<file path="config.mk">
export PLATFORM = sky130hd
export DESIGN_NAME = sample_record_encoder_crc16_flat
export DESIGN_NICKNAME = d
export VERILOG_FILES = /design/src/sv/sre_pkg.sv /design/src/sv/sre_if.sv /design/src/sv/sre_scale.sv /design/src/sv/sre_crc.sv /design/src/sv/sre_fifo.sv /design/src/sv/sample_record_encoder_crc16.sv /design/src/flat_wrapper.sv
export SDC_FILE = /design/constraint.sdc
export NUM_CORES = 2
export LEC_CHECK = 0
export ABC_AREA = 1
export ABC_CLOCK_PERIOD_IN_PS = 7700
export BUFFER_PORTS_ARGS = -buffer_cell sky130_fd_sc_hd__buf_2
export CORE_UTILIZATION = 35
export CTS_CLUSTER_SIZE = 16
export DETAILED_ROUTE_END_ITERATION = 8
export PLACE_DENSITY_LB_ADDON = 0.12
export SETUP_SLACK_MARGIN = 0.1
export SYNTH_ARGS = -nofsm -noshare
export SYNTH_HDL_FRONTEND = slang
export SYNTH_SLANG_ARGS = --single-unit
export TNS_END_PERCENT = 10
</file>
<file path="constraint.sdc">
create_clock -name i_clk -period 7.7 [get_ports i_clk]
set_clock_uncertainty 0.05 [all_clocks]
set_input_delay 0.385 -clock i_clk [delete_from_list [all_inputs] [get_ports i_clk]]
set_output_delay 0.385 -clock i_clk [all_outputs]
set_load 0.005 [all_outputs]
</file>
<file path="src/sv/sre_pkg.sv">
`default_nettype none
package sre_pkg;

    localparam int SAMPLE_W = 24;
    localparam int GAIN_W   = 20;
    localparam int BIAS_W   = 24;
    localparam int CODE_W   = 16;

    localparam logic [CODE_W-1:0] CRC_INIT     = 16'hFFFF;
    localparam logic [CODE_W-1:0] CRC_POLY     = 16'h1021;
    localparam logic [CODE_W-1:0] MISSING_CODE = 16'hFFFF;

    localparam int DEF_SAMPLE_FRAC_BITS = 12;
    localparam int DEF_FIFO_DEPTH       = 16;

    typedef struct packed {
        logic [SAMPLE_W-1:0] sample_value;
        logic [GAIN_W-1:0]   gain;
        logic [BIAS_W-1:0]   bias;
        logic [CODE_W-1:0]   digital_low;
        logic [CODE_W-1:0]   digital_high;
        logic                present;
        logic                valid_req;
        logic                end_of_record;
    } t_sample_req;

    typedef struct packed {
        logic [CODE_W-1:0] out_word;
        logic              word_is_crc;
        logic              record_done;
    } t_word_rsp;

    typedef struct packed {
        logic              vld;
        logic [CODE_W-1:0] word;
        logic              eor;
    } t_code;

    typedef struct packed {
        logic      vld;
        logic      two;
        t_word_rsp e0;
        t_word_rsp e1;
    } t_push;

    function automatic logic [CODE_W-1:0] crc_byte(input logic [CODE_W-1:0] crc,
                                                   input logic [7:0] b);
        logic [CODE_W-1:0] c;
        c = crc ^ {b, 8'h00};
        for (int i = 0; i < 8; i++) begin
            if (c[CODE_W-1]) begin
                c = {c[CODE_W-2:0], 1'b0} ^ CRC_POLY;
            end else begin
                c = {c[CODE_W-2:0], 1'b0};
            end
        end
        return c;
    endfunction

endpackage
`default_nettype wire

</file>
<file path="src/sv/sre_if.sv">
`default_nettype none
interface sre_if #(
    parameter type t_payload = logic
);
    logic     valid;
    logic     ready;
    t_payload data;

    modport source (output valid, output data, input ready);
    modport sink   (input valid, input data, output ready);
endinterface
`default_nettype wire

</file>
<file path="src/sv/sre_scale.sv">
`default_nettype none
module sre_scale
    import sre_pkg::*;
#(
    parameter int SAMPLE_FRAC_BITS = DEF_SAMPLE_FRAC_BITS
) (
    input  wire logic        i_clk,
    input  wire logic        i_rst_n,
    input  wire logic        i_req_vld,
    input  wire t_sample_req i_req,
    output t_code            o_code,
    output logic [2:0]       o_inflight
);

    localparam int PROD_W   = SAMPLE_W + GAIN_W + 1;
    localparam int BIAS_X_W = BIAS_W + SAMPLE_FRAC_BITS;
    localparam int SUM_W    = ((PROD_W > BIAS_X_W) ? PROD_W : BIAS_X_W) + 1;
    localparam int TOT      = SAMPLE_FRAC_BITS + 8;
    localparam int DW       = SUM_W - TOT;

    typedef struct packed {
        logic [CODE_W-1:0] dlo;
        logic [CODE_W-1:0] dhi;
        logic              ok;
        logic              eor;
    } t_side;

    logic                     r_s1_vld;
    t_sample_req              r_s1;
    logic                     r_s2_vld;
    logic signed [PROD_W-1:0] r_s2_prod;
    logic [BIAS_W-1:0]        r_s2_bias;
    t_side                    r_s2_side;
    logic                     r_s3_vld;
    logic signed [SUM_W-1:0]  r_s3_sum;
    t_side                    r_s3_side;
    logic                     r_s4_vld;
    logic [CODE_W-1:0]        r_s4_word;
    logic                     r_s4_eor;

    logic signed [PROD_W-1:0] n_prod;
    t_side                    n_side;
    logic signed [SUM_W-1:0]  w_prod_x;
    logic signed [SUM_W-1:0]  w_bias_x;
    logic signed [SUM_W-1:0]  n_sum;
    logic signed [SUM_W-1:0]  w_rnd;
    logic signed [DW-1:0]     w_d;
    logic signed [DW-1:0]     w_dlo_x;
    logic signed [DW-1:0]     w_dhi_x;
    logic [CODE_W-1:0]        n_word;

    assign n_prod = PROD_W'($signed(r_s1.sample_value))
                  * $signed(PROD_W'({1'b0, r_s1.gain}));
    assign n_side = '{dlo: r_s1.digital_low, dhi: r_s1.digital_high,
                      ok: r_s1.present & r_s1.valid_req, eor: r_s1.end_of_record};

    assign w_prod_x = {{(SUM_W-PROD_W){r_s2_prod[PROD_W-1]}}, r_s2_prod};
    assign w_bias_x = {{(SUM_W-BIAS_W){r_s2_bias[BIAS_W-1]}}, r_s2_bias} << SAMPLE_FRAC_BITS;
    assign n_sum    = w_prod_x + w_bias_x;

    // round half away from zero: add half, less one when negative, then floor
    assign w_rnd   = r_s3_sum + (SUM_W'(1) << (TOT - 1))
                     - {{(SUM_W-1){1'b0}}, r_s3_sum[SUM_W-1]};
    assign w_d     = w_rnd[SUM_W-1:TOT];
    assign w_dlo_x = {{(DW-CODE_W){r_s3_side.dlo[CODE_W-1]}}, r_s3_side.dlo};
    assign w_dhi_x = {{(DW-CODE_W){r_s3_side.dhi[CODE_W-1]}}, r_s3_side.dhi};

    always_comb begin
        priority if (!r_s3_side.ok) begin
            n_word = MISSING_CODE;
        end else if ($signed(r_s3_side.dhi) <= $signed(r_s3_side.dlo)) begin
            n_word = r_s3_side.dlo;
        end else if (w_d < w_dlo_x) begin
            n_word = r_s3_side.dlo;
        end else if (w_d > w_dhi_x) begin
            n_word = r_s3_side.dhi;
        end else begin
            n_word = w_d[CODE_W-1:0];
        end
    end

    always_ff @(posedge i_clk) begin
        if (!i_rst_n) begin
            r_s1_vld <= 1'b0;
            r_s2_vld <= 1'b0;
            r_s3_vld <= 1'b0;
            r_s4_vld <= 1'b0;
        end else begin
            r_s1_vld <= i_req_vld;
            r_s2_vld <= r_s1_vld;
            r_s3_vld <= r_s2_vld;
            r_s4_vld <= r_s3_vld;
        end
    end

    always_ff @(posedge i_clk) begin
        r_s1      <= i_req;
        r_s2_prod <= n_prod;
        r_s2_bias <= r_s1.bias;
        r_s2_side <= n_side;
        r_s3_sum  <= n_sum;
        r_s3_side <= r_s2_side;
        r_s4_word <= n_word;
        r_s4_eor  <= r_s3_side.eor;
    end

    assign o_code     = '{vld: r_s4_vld, word: r_s4_word, eor: r_s4_eor};
    assign o_inflight = {2'b00, r_s1_vld} + {2'b00, r_s2_vld}
                      + {2'b00, r_s3_vld} + {2'b00, r_s4_vld};

endmodule
`default_nettype wire

</file>
<file path="src/sv/sre_crc.sv">
`default_nettype none
module sre_crc
    import sre_pkg::*;
(
    input  wire logic  i_clk,
    input  wire logic  i_rst_n,
    input  wire t_code i_code,
    output t_push      o_push
);

    logic [CODE_W-1:0] r_crc;
    logic [CODE_W-1:0] w_crc_lo;
    logic [CODE_W-1:0] n_crc;

    assign w_crc_lo = crc_byte(r_crc, i_code.word[7:0]);
    assign n_crc    = crc_byte(w_crc_lo, i_code.word[15:8]);

    always_ff @(posedge i_clk) begin
        if (!i_rst_n) begin
            r_crc <= CRC_INIT;
        end else if (i_code.vld) begin
            r_crc <= i_code.eor ? CRC_INIT : n_crc;
        end
    end

    assign o_push = '{vld: i_code.vld, two: i_code.eor,
                      e0: '{out_word: i_code.word, word_is_crc: 1'b0, record_done: 1'b0},
                      e1: '{out_word: n_crc, word_is_crc: 1'b1, record_done: 1'b1}};

endmodule
`default_nettype wire

</file>
<file path="src/sv/sre_fifo.sv">
`default_nettype none
module sre_fifo
    import sre_pkg::*;
#(
    parameter int FIFO_DEPTH = DEF_FIFO_DEPTH
) (
    input  wire logic                         i_clk,
    input  wire logic                         i_rst_n,
    input  wire t_push                        i_push,
    sre_if.source                             o_wrd,
    output logic [$clog2(FIFO_DEPTH+1)-1:0]   o_count
);

    localparam int IDX_W = $clog2(FIFO_DEPTH);
    localparam int CNT_W = $clog2(FIFO_DEPTH+1);

    t_word_rsp        r_mem [FIFO_DEPTH];
    logic [IDX_W-1:0] r_wr;
    logic [IDX_W-1:0] r_rd;
    logic [CNT_W-1:0] r_count;
    logic [IDX_W-1:0] w_wr1;
    logic [IDX_W-1:0] w_wr2;
    logic [CNT_W-1:0] w_push_n;
    logic             w_pop;

    function automatic logic [IDX_W-1:0] nxt(input logic [IDX_W-1:0] p);
        return (p == IDX_W'(FIFO_DEPTH-1)) ? '0 : p + 1'b1;
    endfunction

    assign w_wr1    = nxt(r_wr);
    assign w_wr2    = nxt(w_wr1);
    assign w_pop    = o_wrd.valid && o_wrd.ready;
    assign w_push_n = !i_push.vld ? '0 : (i_push.two ? CNT_W'(2) : CNT_W'(1));

    always_ff @(posedge i_clk) begin
        if (i_push.vld) begin
            r_mem[r_wr] <= i_push.e0;
            if (i_push.two) begin
                r_mem[w_wr1] <= i_push.e1;
            end
        end
    end

    always_ff @(posedge i_clk) begin
        if (!i_rst_n) begin
            r_wr    <= '0;
            r_rd    <= '0;
            r_count <= '0;
        end else begin
            if (i_push.vld) begin
                r_wr <= i_push.two ? w_wr2 : w_wr1;
            end
            if (w_pop) begin
                r_rd <= nxt(r_rd);
            end
            r_count <= r_count + w_push_n - {{(CNT_W-1){1'b0}}, w_pop};
        end
    end

    assign o_wrd.valid = (r_count != '0);
    assign o_wrd.data  = r_mem[r_rd];
    assign o_count     = r_count;

endmodule
`default_nettype wire

</file>
<file path="src/sv/sample_record_encoder_crc16.sv">
// A request passes stages s1 to s4 of sre_scale and the output queue to reach o_wrd.
// Throughput: one request per cycle while i_smp.ready holds; a request with end_of_record yields two
// words, so the output side then limits the rate to one word per cycle.
// i_smp.ready holds while output queue room for every request in flight is reserved.
// Reset: synchronous, active low; clears pipeline valids and queue, CRC to 0xFFFF.
`default_nettype none
module sample_record_encoder_crc16
    import sre_pkg::*;
#(
    parameter int SAMPLE_FRAC_BITS = DEF_SAMPLE_FRAC_BITS,
    parameter int FIFO_DEPTH       = DEF_FIFO_DEPTH
) (
    input  wire logic i_clk,
    input  wire logic i_rst_n,
    sre_if.sink       i_smp,
    sre_if.source     o_wrd
);

    localparam int CNT_W = $clog2(FIFO_DEPTH+1);
    localparam int RSV_W = CNT_W + 4;

    t_code            w_code;
    t_push            w_push;
    logic [2:0]       w_inflight;
    logic [CNT_W-1:0] w_count;
    logic [RSV_W-1:0] w_reserve;
    logic             w_accept;

    assign w_reserve   = RSV_W'(w_count) + RSV_W'({w_inflight, 1'b0}) + RSV_W'(2);
    assign i_smp.ready = (w_reserve <= RSV_W'(FIFO_DEPTH));
    assign w_accept    = i_smp.valid && i_smp.ready;

    sre_scale #(
        .SAMPLE_FRAC_BITS(SAMPLE_FRAC_BITS)
    ) u_scale (
        .i_clk      (i_clk),
        .i_rst_n    (i_rst_n),
        .i_req_vld  (w_accept),
        .i_req      (i_smp.data),
        .o_code     (w_code),
        .o_inflight (w_inflight)
    );

    sre_crc u_crc (
        .i_clk   (i_clk),
        .i_rst_n (i_rst_n),
        .i_code  (w_code),
        .o_push  (w_push)
    );

    sre_fifo #(
        .FIFO_DEPTH(FIFO_DEPTH)
    ) u_fifo (
        .i_clk   (i_clk),
        .i_rst_n (i_rst_n),
        .i_push  (w_push),
        .o_wrd   (o_wrd),
        .o_count (w_count)
    );

    a_room_reserved: assert property (@(posedge i_clk) disable iff (!i_rst_n)
        (RSV_W'(w_count) + RSV_W'({w_inflight, 1'b0})) <= RSV_W'(FIFO_DEPTH))
        else $error("output queue reservation exceeded");

    a_crc_flags: assert property (@(posedge i_clk) disable iff (!i_rst_n)
        o_wrd.valid |-> (o_wrd.data.word_is_crc == o_wrd.data.record_done))
        else $error("crc word and record end flags disagree");

    a_push_pair: assert property (@(posedge i_clk) disable iff (!i_rst_n)
        (w_push.vld && w_push.two) |=> (w_count >= CNT_W'(2)))
        else $error("two-word push not reflected in queue count");

endmodule
`default_nettype wire

</file>
<file path="src/flat_wrapper.sv">
// flat-port wrapper written by rule: the top's interface ports become plain ports
module sample_record_encoder_crc16_flat import sre_pkg::*;
#(
    parameter int SAMPLE_FRAC_BITS = DEF_SAMPLE_FRAC_BITS,
    parameter int FIFO_DEPTH       = DEF_FIFO_DEPTH
)
  (i_clk, i_rst_n, i_smp_valid, i_smp_data, i_smp_ready, o_wrd_valid, o_wrd_data, o_wrd_ready);
  sre_if #(.t_payload(t_sample_req)) i_smp_i ();
  sre_if #(.t_payload(t_word_rsp)) o_wrd_i ();
  input  wire logic i_clk;
  input  wire logic i_rst_n;
  input wire logic [$bits(i_smp_i.valid)-1:0] i_smp_valid;
  input wire logic [$bits(i_smp_i.data)-1:0] i_smp_data;
  output wire logic [$bits(i_smp_i.ready)-1:0] i_smp_ready;
  output wire logic [$bits(o_wrd_i.valid)-1:0] o_wrd_valid;
  output wire logic [$bits(o_wrd_i.data)-1:0] o_wrd_data;
  input wire logic [$bits(o_wrd_i.ready)-1:0] o_wrd_ready;
  assign i_smp_i.valid = i_smp_valid;
  assign i_smp_i.data = i_smp_data;
  assign i_smp_ready = i_smp_i.ready;
  assign o_wrd_valid = o_wrd_i.valid;
  assign o_wrd_data = o_wrd_i.data;
  assign o_wrd_i.ready = o_wrd_ready;
  sample_record_encoder_crc16 #(.SAMPLE_FRAC_BITS(SAMPLE_FRAC_BITS), .FIFO_DEPTH(FIFO_DEPTH)) u_core (.i_clk(i_clk), .i_rst_n(i_rst_n), .i_smp(i_smp_i), .o_wrd(o_wrd_i));
endmodule
</file>
==> Yosys cells after proc, flatten, opt, wreduce, memory -nomap -nowiden <==
Memories as Yosys holds them, arrays and structs flattened. A register that Yosys moved wholly into a read port is not among the register bits.
Cells that the tools add are included.
W data, S select, Z words.
{ "op_classes": {"addsub": 13, "multipliers": 1, "order_cmp": 4, "n_eq_ne": 3, "muxes": 33, "bitwise_logic": 19, "n_reduce_logical": 3} }
{ "op_table": {"columns": ["op", "count"], "rows": [
  ["$mux W13", 16],
  ["$mux W16", 4],
  ["$not A3 Y3", 16],
  ["$add A45 B36 Y46", 1],
  ["$add A46 B20 Y46 const B", 1],
  ["$sub A46 B1 Y46", 1],
  ["$mul A24 B21 Y45", 1],
  ["$xor A16 B16 Y16", 2],
  ["$gt A26 B16 Y1", 1],
  ["$lt A26 B16 Y1", 1],
  ["$mux W4", 6],
  ["$le A16 B16 Y1", 1],
  ["$add A4 B1 Y4 const B", 3],
  ["$eq A4 B4 Y1 const B", 3],
  ["$add A9 B2 Y9 const B", 1],
  ["$le A9 B5 Y1 const B", 1],
  ["$add A5 B4 Y6", 1],
  ["$add A5 B2 Y5", 1],
  ["$mux W1", 5],
  ["$reduce_bool A5 Y1", 1],
  ["$sub A5 B1 Y5", 1],
  ["$mux W2", 2],
  ["$add A2 B1 Y3", 1],
  ["$add A3 B1 Y3", 1],
  ["3 further kinds", 4]
]} }
{ "word_totals": {"reg_bits": 336, "mem_bits_rw": 288, "mem_count": 1} }
{ "mem_list": {"columns": ["memory", "depth", "word_bits", "rd", "rd_clocked_by_memory_dff", "wr", "line", "rtl"], "rows": [
  ["u_core.u_fifo.r_mem", 16, 18, 1, 1, 2, "sre_fifo.sv:17", "t_word_rsp r_mem [FIFO_DEPTH];"]
]} }

==> Logic depth before layout (Yosys ltp) <==
{ "depth": {"word_depth": 35, "ltp_mapped": 33, "depth_no_buf": 32} }

==> Hierarchy <==
Synthesis repeated with hierarchy kept, for this count alone.
{ "unflattened": {"hier_cells": 5830, "area_unflattened_um2": 49317.3} }
{ "modules_own_cells": {"columns": ["module", "n_inst", "cells_each", "area_per_inst_um2", "seq_area_each_um2"], "rows": [
  ["sre_scale", 1, 3747, 30865.9, 6145.9],
  ["sre_fifo", 1, 1782, 16602.2, 8988.6],
  ["sre_crc", 1, 269, 1652.8, 320.3],
  ["sample_record_encoder_crc16", 1, 32, 196.4, 0.0]
]} }

==> Worst setup path before layout <==
OpenSTA, ideal clock, no wires.
{ "synth_timing": {"path_type": "register to register", "startpoint": "reg u_core.u_scale.r_s1[63] (netlist bit)", "endpoint": "reg u_core.u_scale.r_s2_prod[42]", "setup_ns": 0.127, "t_arrival_ns": 6.041, "slack_ns": 1.482, "path_stages_with_launch": 29, "cell_sequence": "dfxtp_1 > clkbuf_1 > nand2_1 > inv_1 > fa_1 > fa_1 > inv_1 > fa_1 > inv_1 > fa_1 > inv_1 > fa_1 > inv_1 > fa_1 > inv_1 > fa_1 > inv_1 > ha_1 > a21oi_1 > inv_1 > nor2_1 > nand2_1 > nand2_1 > o211ai_1 > a21oi_1 > o21ai_0 > a21oi_1 > o21ai_0 > xor2_1"} }
{ "synth_between": {"elab_chain_cells": 1} }
{ "synth_rtl": {"columns": ["item", "line", "rtl"], "rows": [
  ["start, declared", "sre_scale.sv:29", "t_sample_req r_s1;"],
  ["start signal, assigned", "sre_scale.sv:97", "r_s1 <= i_req;"],
  ["$mul A24 B21 Y45", "sre_scale.sv:53", "* $signed(PROD_W'({1'b0, r_s1.gain}));"],
  ["via u_core.u_scale.n_prod[42]", "sre_scale.sv:41", "logic signed [PROD_W-1:0] n_prod;"],
  ["end signal, assigned", "sre_scale.sv:98", "r_s2_prod <= n_prod;"],
  ["end, declared", "sre_scale.sv:31", "logic signed [PROD_W-1:0] r_s2_prod;"]
]} }
The timed path passes the listed nets, and every way through them passes these cells.
A chain may end at the register's enable or synchronous reset.

==> Worst setup path after layout <==
{ "layout_timing": {"startpoint": "reg u_core.u_scale.r_s1[91] (netlist bit)", "endpoint": "reg u_core.u_scale.r_s2_prod[27]"} }
Same word-level chain as after synthesis.

==> impl_metrics.ini <==
[run_status]
status = completed

[worst_setup_path]
cp-start-kind = flip-flop
crit_family = adder cells
critPathArrivalTime_ns = 7.73
reg2reg_slack_ns = 0.47
critPathCaptureType = flip-flop
crit_fanout = 20
cp.required_ns = 8.20
worst-setup-path-type = reg2reg
crit_chain = nand2_1 > inv_1 > fa_1 > inv_1 > fa_1 > fa_1 > inv_1 > fa_1 > fa_1 > fa_1 > inv_1 > fa_1 > inv_1 > ha_1 > a21oi_1 > o21ai_0 > or3_1 > a21oi_1 > o21ai_0 > nand2_1 > nand2_1 > xor2_1
crit_buf_inv = 5
r2r_cells = 22
worstReg2RegStart = u_core.u_scale.r_s1[91]
critPathMostFrequentCell = fa_1
crit_slowest_cell = dfxtp_1
r2r-end = u_core.u_scale.r_s2_prod[27]
critical_path.max_stage_delay_ns = 0.99

[global_routing]
antenna_found_initial = 2
grt_pass1_wl_um = 223000
grt_pass1_vias = 36400
grt.total_usage = 0.217
grt_start_max_net_pins = 129
overflow = 0

[logic_synthesis]
yosys_warnings = 0
ys_ff_latch = 612
syn_avg_cell_area_um2 = 8.66
synth_ff_type = dfxtp_1
syn-num-nets = 6260
synth_edf_count = 256
synth_area_um2 = 46600
synth_cell_type_count = 56
postSynthCellCount = 5375
yosysSeqAreaShare = 0.318
synthArstFlopShare = 0

[placement]
io_buffer_count = 126
place.gp.congestion = 0.874
place_area_um2 = 49200
placedCellCount = 7113
post-dp-hpwl_um = 109000

[sta]
finalMaxSlewViolations = 0
hold_viol = 0
setup_viol = 0
fin_crit_sh = 0.939
fin_crit_ns = 7.23
worst-slew-pin-transition_ns = 1.34
rsz0062_at_grt = false
relSlewSlack = 0.104
fin_tns_setup_ns = 0
fmax_mhz = 138

[final_layout]
final_cells = 7354
drive_above_1_share = 0.0707
fin_util = 0.401
antennaDiodeCount = 0
nFillCells = 13400
design_area_um2 = 52900
area_delta_synth_final_pct = 13.5
nets = 6423

[detailed_routing]
drt_first_pass_iters = 5
drt_wl_total_um = 145000
drtIter0Drc = 2647
drc = 0
viasPerCell = 4.85
wire_per_inst_um = 19.7
via_count = 35600
antenna_left = 0

[clock_network]
cts_tree = yes
clk_path_buf_depth = 3
clock-root-buffer = clkbuf_16
htree_levels = 3
clk_pin_slew_ns = 0.06
numCtsBuffers = 74
post-cts-setup-buffers = 0
clk-insertion-delay-late_ns = 0.70
cts_sinks = 612

[floorplanning]
core_um2 = 132000
die_y_um = 367
dieArea_um2 = 135000
die_x_um = 367
io_pins = 127
rows = 133
start_util = 0.353

[run]
cap_violations = 0

[hold_path]
hold_path_class = in2reg
hp-start = o_wrd_ready
worstHoldPathCells = 4
==> through the flow <==
| stage | hold WS [ns] | setup WS [ns] |
|---|---|---|
| 2_1_floorplan | 0.260 | 1.48 |
| 4_1_cts | 0.0549 | 0.424 |
| 3_3_place_gp | 0.262 | 0.418 |
| 6_report | 0.0675 | 0.466 |
| 3_5_place_dp | 0.262 | 0.454 |
| 5_1_grt | 0.122 | 0.127 |
==> worst reg2reg max path, cell delays in order, from the launching register on <==
cell and delay, ns:
dfxtp_1 0.99, nand2_1 0.11, inv_1 0.11, fa_1 0.41, inv_1 0.09, fa_1 0.41, fa_1 0.51, inv_1 0.05
fa_1 0.56, fa_1 0.43, fa_1 0.55, inv_1 0.07, fa_1 0.50, inv_1 0.05, ha_1 0.38, a21oi_1 0.23
o21ai_0 0.25, or3_1 0.47, a21oi_1 0.37, o21ai_0 0.20, nand2_1 0.09, nand2_1 0.06, xor2_1 0.17
==> state kept, by name, summed over array words and instances (netlist names), 5 cells and up, named ones only <==
name	count
u_core.u_scale.r_s2_side	34
u_core.u_fifo.r_mem	272
u_core.u_scale.r_s3_side	34
u_core.u_scale.n_side	33
u_core.u_crc.r_crc	16
u_core.u_scale.r_s3_sum	46
u_core.u_scale.r_s2_bias	24
u_core.u_scale.r_s1	70
u_core.u_scale.r_s4_word	16
u_core.u_fifo.o_count	5
u_core.u_scale.r_s2_prod	45
==> cell usage after synthesis, types with 8 or more instances <==
master | number | area [um2]
a21oi_1 | 255 | 1280
a31oi_1 | 30 | 188
buf_1 | 9 | 33.8
clkbuf_1 | 223 | 837
dfxtp_1 | 356 | 7130
edfxtp_1 | 256 | 7690
fa_1 | 495 | 9910
ha_1 | 283 | 3540
inv_1 | 1145 | 4300
mux2i_1 | 64 | 641
nand2_1 | 961 | 3610
nand3_1 | 271 | 1360
nand4_1 | 20 | 125
nor2_1 | 181 | 679
nor3_1 | 13 | 65.1
o211ai_1 | 70 | 526
o21a_1 | 14 | 105
o21ai_0 | 434 | 2170
o21ai_2 | 17 | 149
o21bai_1 | 11 | 82.6
o221ai_1 | 8 | 70.1
o22ai_1 | 30 | 188
xnor2_1 | 51 | 447
xor2_1 | 86 | 753
==> layout make-up <==
class                   count  area, um2  share of cell area
flip-flops and latches    612      14800               0.280
inverters                1158       4350              0.0823
multi-input cells        3363      26400               0.500
clock buffers              99       2170              0.0411
repair buffers            329       2430              0.0459
well taps                1755       2200              0.0415
clock inverters            38        452             0.00854
==> how the worst max path moves through the flow <==
stage	from	endpoint	slack, ns	cells after the start
5_1_grt	u_core.u_scale.r_s1[63]	u_core.u_scale.r_s2_prod[44]	0.13	19
6_report	u_core.u_scale.r_s1[91]	u_core.u_scale.r_s2_prod[27]	0.47	22
4_1_cts	u_core.u_scale.r_s1[88]	u_core.u_scale.r_s2_prod[27]	0.42	23
3_3_place_gp	u_core.u_scale.r_s1[91]	u_core.u_scale.r_s2_prod[27]	0.42	22
3_5_place_dp	u_core.u_scale.r_s1[88]	u_core.u_scale.r_s2_prod[33]	0.45	23
2_1_floorplan	u_core.u_scale.r_s1[63]	u_core.u_scale.r_s2_prod[42]	1.48	28
==> placed cells by master, fill, tap and decap left out, drive strengths merged, types with 92 or more instances in the layout <==
master	count
inv	1160
nand2	966
fa	495
o21ai	454
dfxtp	356
ha	283
nand3	271
edfxtp	256
a21oi	255
buf	225
nor2	181
dlygate4sd3	104
clkbuf	99
xor2	92
==> cells by family after synthesis <==
family,synth area share
adder cells (fa/ha/maj),0.289
flip-flops,0.318
AND/OR/NAND/NOR,0.130
XOR/XNOR,0.0282
multiplexers,0.0138
buffers and inverters,0.114
AO/OA/AOI/OAI,0.107
==> repair_timing <==
| action | 4_1_cts | 5_1_grt |
|---|---|---|
| gates resized for setup | 0 | 0 |
| setup endpoints to repair | 0 | 0 |
| hold buffers | 104 | 0 |
| hold endpoints to repair | 104 | 0 |
==> per-layer routing <==
layer / track usage / part of all wire
met2: 0.377 / 0.49
met1: 0.281 / 0.44
met3: 0.0257 / 0.044
met5: 0 / 0
met4: 0.0665 / 0.031
Power is left out: the tool's default activity adds up to more than one toggle a clock period on the data nets, which glitch-free logic cannot reach.
